`src/rtl/qrgs_isqrt.sv`:
```
module qrgs_isqrt #(
  parameter int IN_W   = 64,
  parameter int SIDE_W = 1
) (
  input  logic                clk_i,
  input  logic                rst_ni,
  input  logic                en_i,
  input  logic                valid_i,
  input  logic [IN_W-1:0]     rad_i,
  input  logic [SIDE_W-1:0]   side_i,
  output logic                valid_o,
  output logic [IN_W/2-1:0]   root_o,
  output logic [SIDE_W-1:0]   side_o
);
  localparam int RW    = IN_W / 2;
  localparam int REM_W = RW + 3;

  logic              vld_q  [RW];
  logic [REM_W-1:0]  rem_q  [RW];
  logic [RW-1:0]     root_q [RW];
  logic [IN_W-1:0]   rad_q  [RW];
  logic [SIDE_W-1:0] side_q [RW];

  // one root bit per stage
  for (genvar k = 0; k < RW; k++) begin : g_stage
    logic              vld_c;
    logic [REM_W-1:0]  rem_c;
    logic [RW-1:0]     root_c;
    logic [IN_W-1:0]   rad_c;
    logic [SIDE_W-1:0] side_c;
    logic [REM_W-1:0]  rem_sh;
    logic [REM_W-1:0]  trial;
    logic              take;

    if (k == 0) begin : g_first
      assign vld_c  = valid_i;
      assign rem_c  = '0;
      assign root_c = '0;
      assign rad_c  = rad_i;
      assign side_c = side_i;
    end else begin : g_next
      assign vld_c  = vld_q[k-1];
      assign rem_c  = rem_q[k-1];
      assign root_c = root_q[k-1];
      assign rad_c  = rad_q[k-1];
      assign side_c = side_q[k-1];
    end

    assign rem_sh = {rem_c[REM_W-3:0], rad_c[IN_W-1 -: 2]};
    assign trial  = {1'b0, root_c, 2'b01};
    assign take   = (rem_sh >= trial);

    always_ff @(posedge clk_i or negedge rst_ni) begin
      if (!rst_ni) begin
        vld_q[k] <= 1'b0;
      end else if (en_i) begin
        vld_q[k] <= vld_c;
      end
    end

    always_ff @(posedge clk_i) begin
      if (en_i) begin
        rem_q[k]  <= take ? (rem_sh - trial) : rem_sh;
        root_q[k] <= {root_c[RW-2:0], take};
        rad_q[k]  <= rad_c << 2;
        side_q[k] <= side_c;
      end
    end
  end

  assign valid_o = vld_q[RW-1];
  assign root_o  = root_q[RW-1];
  assign side_o  = side_q[RW-1];

endmodule

```
`config.mk`:
```
export PLATFORM = sky130hd
export DESIGN_NAME = qrgs_isqrt
export DESIGN_NICKNAME = d
export VERILOG_FILES = /design/src/rtl/qrgs_isqrt.sv
export SDC_FILE = /design/constraint.sdc
export NUM_CORES = 2
export LEC_CHECK = 0
export BUFFER_PORTS_ARGS = -buffer_cell sky130_fd_sc_hd__buf_2
export CELL_PAD_IN_SITES_DETAIL_PLACEMENT = 1
export CELL_PAD_IN_SITES_GLOBAL_PLACEMENT = 2
export CORE_MARGIN = 3
export CORE_UTILIZATION = 43
export DETAILED_ROUTE_END_ITERATION = 16
export PLACE_DENSITY_LB_ADDON = 0.1
export REMOVE_ABC_BUFFERS = 1
export SYNTH_ARGS = -nofsm -noshare
export SYNTH_HDL_FRONTEND = slang
export SYNTH_MEMORY_MAX_BITS = 65536
export SYNTH_SLANG_ARGS = --single-unit
```
`constraint.sdc`:
```
create_clock -name clk_i -period 4.1 [get_ports clk_i]
set_input_delay 0.41 -clock clk_i [delete_from_list [all_inputs] [get_ports clk_i]]
set_output_delay 0.41 -clock clk_i [all_outputs]
set_load 0.05 [all_outputs]
```
---- Word-level counts from Yosys, hierarchy flattened ----
Memory sizes are Yosys's and may differ from the RTL's.
Cells that the tools add are included.
storage, ports and cells
  register bits ........................... 32
  RAM bits ................................ 4160
  input bits .............................. 69
  output and inout bits ................... 34
  memories ................................ 4
memory list
  memory  depth  bits a word  rd ports  clocked after Yosys merged registers in  wr ports  RTL line  source
  rad_q   32     62           31        0                                        32        21        logic [IN_W-1:0] rad_q [RW];
  rem_q   32     35           31        0                                        32        19        logic [REM_W-1:0] rem_q [RW];
  root_q  32     32           32        0                                        32        20        logic [RW-1:0] root_q [RW];
  side_q  32     1            32        0                                        32        22        logic [SIDE_W-1:0] side_q [RW];
operators by class
  add/sub/neg operators ................... 32
  $lt $le $gt $ge ......................... 32
  mux-type cells .......................... 34
operators with widths
  cell                                                  number
  2-to-1 mux 35 bit                                     32
  >= comparator 35 x 34 -> 1 bit                        31
  subtractor 35 x 34 -> 35 bit                          31
  subtractor 2 x 1 -> 3 bit (second input constant)     1
  >= comparator 2 x 1 -> 1 bit (second input constant)  1
  2-to-1 mux 1 bit                                      2

---- Depth between registers and ports, before layout ----
An unclocked memory read counts as a cell.
  word-level depth ........................ 3
  mapped depth ............................ 14
  gate-level depth less buffers ........... 12

---- Worst setup path before layout ----
Ideal clock, no wire load.
  path kind ............................... register to register
  from .................................... memory rem_q[21][6] in the netlist's numbering
  to ...................................... memory rem_q[22][29] in the netlist's numbering, data pin
  setup time .............................. 258 ps
  data arrival time ....................... 3238 ps
  required time ........................... 3842 ps
  path slack .............................. 605 ps
  cell stages (with the launch flop) ...... 11
  cell sequence ........................... edfxtp_1 ha_1 a21o_1 a21o_1 a2111oi_1 nor3_1 or3_1 or4b_2 a31oi_1 nand3_1 xnor2_1
RTL lines
  what                RTL line
  start: declaration  19

==> flow_summary.yaml <==
finish:
  final_core_utilization_pct: 49.46
  area_delta_synth_final_pct: 13.90
  layout_cell_share_with_drive_strength_beyond_1_pct: 8.770
  final_net_count: 10160
  filler_cell_count: 27220
  layoutNonFillerInstCount: 13330
grt:
  grt_first_pass_wirelength_mm: 433.1
  grt_remaining_overflow: 0
  grt_max_degree: 164
  first_global_vias: 75070
  grt_antenna_before_repair: 4
  track_usage_pct: 19.46
route:
  drtIter0Drc: 4450
  routed_via_count: 71180
  first_pass_iters: 5
  avgRoutedWirePerCell_microns: 20.62
  final_antenna_net_count: 0
  drc_errors: 0
  routed_via_density: 5.339
  postRouteWirelength_mm: 274.9
clock_network:
  tritoncts.num_buffers: 290
  clk-insertion-delay-late_ps: 910
  total_number_of_clock_tree_sinks: 2558
  clock_tree.buffer_depth: 4
  clk_pin_slew_worst_paths_ps: 60
  tritoncts_clock_tree: "yes"
  ctsRootBufferMaster: "sky130_fd_sc_hd__clkbuf_16"
  cts_htree_levels: 5
timing:
  timing.final.setup_violations: 0
  count_of_endpoints_failing_hold_in_the_final_timing_report: 0
  unrepaired_setup_endpoints_after_global_routing: "false"
  max-slew-margin-rel_pct: 28.23
  finalMaxSlewViolations: 0
  tightest_slew_ps: 1077
  min_period_over_period_pct: 94.94
  time_the_final_worst_path_needs_with_i_o_delays_and_setup_ps: 3892
  fin_skew_ps: 53.29
  max_freq_mhz: 256.9
power_and_ir_drop:
  part_of_the_power_in_registers_pct: 45.8
  internal_power_mw: 55.24
  p_sw_share_pct: 28.77
  power_switching_mw: 22.31
  clock_power_share_pct: 34.2
  leakagePower_nw: 51.16
  logic_pwr_share_pct: 20.0
  power.ir.vdd_worst_uv: 479.7
  power_density_mw_per_mm2: 576.5
logic_synthesis:
  ys_ff_latch: 2558
  synth_async_sr_flop_share_pct: 1.251
  synthMostInstantiatedCell: "sky130_fd_sc_hd__edfxtp_1"
  synth_largest_area_cell: "sky130_fd_sc_hd__edfxtp_1"
  most_area_consuming_cells_after_synthesis: "sky130_fd_sc_hd__edfxtp_1 (64%), sky130_fd_sc_hd__ha_1 (5.9%), sky130_fd_sc_hd__xnor2_1 (3.0%)"
  synth_top_area_share_pct: 64.23
  synth.yosys.seq_area_share_pct: 64.91
  syn_area_sq_mm: 0.1181
  avg_inst_size_synth_sq_um: 12.99
  ys.warnings.count: 0
  synth.distinct_cells: 86
  synthesis.instances: 9092
  number_of_flops_mapped_to_enable_cells_by_yosys: 2526
  synth_common_cells: "sky130_fd_sc_hd__edfxtp_1 (2526), sky130_fd_sc_hd__inv_1 (689), sky130_fd_sc_hd__nand2_1 (672)"
  most_used_flip_flop_cell_after_synthesis: "sky130_fd_sc_hd__edfxtp_1"
placed_design:
  dpl.cell_count: 12740
  dp_hpwl_mm: 200.1
  globalplace.congestion: 0.8483
  port_buffers: 102
floorplanning:
  ios: 103
  dieWidth_microns: 530.1
  die_area_sq_mm: 0.2810
  total_core_area_sq_mm: 0.2720
  std_cell_rows: 191
  die_height_microns: 530.1
  floorplan.initialDensity_pct: 43.42
outcome:
  outcome: "completed"
critical_path:
  reg2reg_setup_slack_ps: 210
  timing.rr.end: "rem_q[28][5]$_DFFE_PP_"
  timing.critical_path.to_type: "flop"
  worst_setup_path_start_kind: "flop"
  critPathRequiredTime_ps: 4680
  reg2reg_path_depth: 11
  worstSetupPathType: "flop to flop"
  r2r-start: "rem_q[27][8]$_DFFE_PP_"
  worstPathArrival_ps: 4470
  timing.critical_path.fanout_max: 28
flow_run:
  drv_cap: 0
worst_hold_path:
  min_path_type: "input pin to asynchronous set/reset pin"
flip-flops by register name, summed over array words and instances, names as in the netlist:
register       cells
rad_q            992
rem_q            974
root_q           528
side_q            32
g_stage.vld_c     31
valid_o            1
critical path: stages, from the launching register on:
cell                       delay (ps)
sky130_fd_sc_hd__edfxtp_1         390
sky130_fd_sc_hd__ha_1             400
sky130_fd_sc_hd__and4_1           230
sky130_fd_sc_hd__and3_1           220
sky130_fd_sc_hd__nand4b_1         210
sky130_fd_sc_hd__a311oi_1         620
sky130_fd_sc_hd__o21ai_0          270
sky130_fd_sc_hd__a21oi_1          590
sky130_fd_sc_hd__nor2_4           290
sky130_fd_sc_hd__buf_4            250
sky130_fd_sc_hd__nand2_1           60
sky130_fd_sc_hd__o21ai_0           70
layout by cell type, fill, tap and decap left out, types with 37 or more instances in the layout:
cell                            instances
sky130_fd_sc_hd__clkinv_1              53
sky130_fd_sc_hd__xnor2_1              400
sky130_fd_sc_hd__a31oi_1               41
sky130_fd_sc_hd__nor4_1               135
sky130_fd_sc_hd__a21oi_1              487
sky130_fd_sc_hd__nor2_1               552
sky130_fd_sc_hd__o21bai_1              45
sky130_fd_sc_hd__buf_2                101
sky130_fd_sc_hd__or3_1                 96
sky130_fd_sc_hd__or4_1                 66
sky130_fd_sc_hd__dlygate4sd3_1         69
sky130_fd_sc_hd__xor2_1               398
sky130_fd_sc_hd__ha_1                 561
sky130_fd_sc_hd__o21ai_0              527
sky130_fd_sc_hd__nand2_1              672
sky130_fd_sc_hd__clkbuf_16            293
sky130_fd_sc_hd__edfxtp_1            2526
sky130_fd_sc_hd__nor2b_1               80
sky130_fd_sc_hd__o31ai_1               58
sky130_fd_sc_hd__and3_1                61
sky130_fd_sc_hd__inv_1                689
sky130_fd_sc_hd__nor3_1               219
sky130_fd_sc_hd__nand3_1              124
sky130_fd_sc_hd__a21o_1               236
sky130_fd_sc_hd__a211oi_1              48
sky130_fd_sc_hd__o211ai_1              40
sky130_fd_sc_hd__nand2b_1             117
sky130_fd_sc_hd__nand4_1              103
sky130_fd_sc_hd__clkinv_2              58
sky130_fd_sc_hd__buf_4                126
sky130_fd_sc_hd__mux2_2                94
sky130_fd_sc_hd__o21a_1               132
sky130_fd_sc_hd__bufinv_16             37
stage by stage:
step	hold WS, ps	setup WS [ps]	power, mW	cell area (sq um)	TNS, ps
2_1_floorplan	114.4	-1885	45.86	117400	-206670
3_3_place_gp	400.2	313.1	51.25	124000	0
3_5_place_dp	405.1	261.2	51.59	124000	0
4_1_cts	45.60	226.9	78.70	134500	0
5_1_grt	108.4	8.738	81.86	134500	0
6_report	104.3	207.6	77.55	134500	0
worst max path at each step:
stage	startpoint	to	slack, ps	cells after the start
6_report	rem_q[27][8]$_DFFE_PP_	rem_q[28][5]$_DFFE_PP_	210	11
5_1_grt	rem_q[27][3]$_DFFE_PP_	rem_q[28][5]$_DFFE_PP_	9	11
4_1_cts	rem_q[27][4]$_DFFE_PP_	rem_q[28][4]$_DFFE_PP_	230	9
3_5_place_dp	root_q[6][64]$_DFFE_PP_	rem_q[27][11]$_DFFE_PP_	260	11
3_3_place_gp	rem_q[10][12]$_DFFE_PP_	rem_q[11][32]$_DFFE_PP_	310	9
2_1_floorplan	rem_q[22][0]$_DFFE_PP_	rem_q[23][29]$_DFFE_PP_	-1880	10
what timing repair did:
action | 4_1_cts | 5_1_grt
hold buffers | 69 | 0
buffers inserted | 0 | 0
hold endpoints to repair | 101 | 0
gates resized for setup | 0 | 4
endpoints found under the setup margin | 0 | 16
cell type report:
cell class                      count  area [sq um]  area share [%]
Tap cell                         3570          4467           3.321
Clock inverter                    193          2271           1.688
Antenna cell                        2         5.005        0.003721
Sequential cell                  2558         76650           56.99
Clock buffer                      329          7507           5.581
Multi-Input combinational cell   5667         38330           28.50
Inverter                          691          2596           1.930
Timing Repair Buffer              323          2683           1.994
per-layer routing:
metal	vias up	global-route usage, %	routed length (microns)
li1	34590	-	-
met1	35390	25.55	122600
met2	826	34.36	138300
met3	379	2.116	7771
met4	2	4.909	6256
met5	-	0	13
cells by family after synthesis:
kind of cell / Yosys count / synth area share (%)
other cells: 1 / 0.003175
simple gates: 2381 / 9.882
xor+xnor: 798 / 5.918
mux: 99 / 0.9387
compound gates: 1826 / 9.645
flops: 2558 / 64.91
buf+inv: 868 / 2.762
fa+ha+maj: 561 / 5.944
power groups by stage:
stage	clock network [mW]	logic (mW)	registers, mW
floorplan	0	11.0	34.9
global placement	0	15.2	36.1
detailed placement	0	15.5	36.1
CTS	27.4	15.6	35.6
global route	28.5	17.5	35.9
finish	26.5	15.5	35.5
Power figures use the tool's default switching activity.
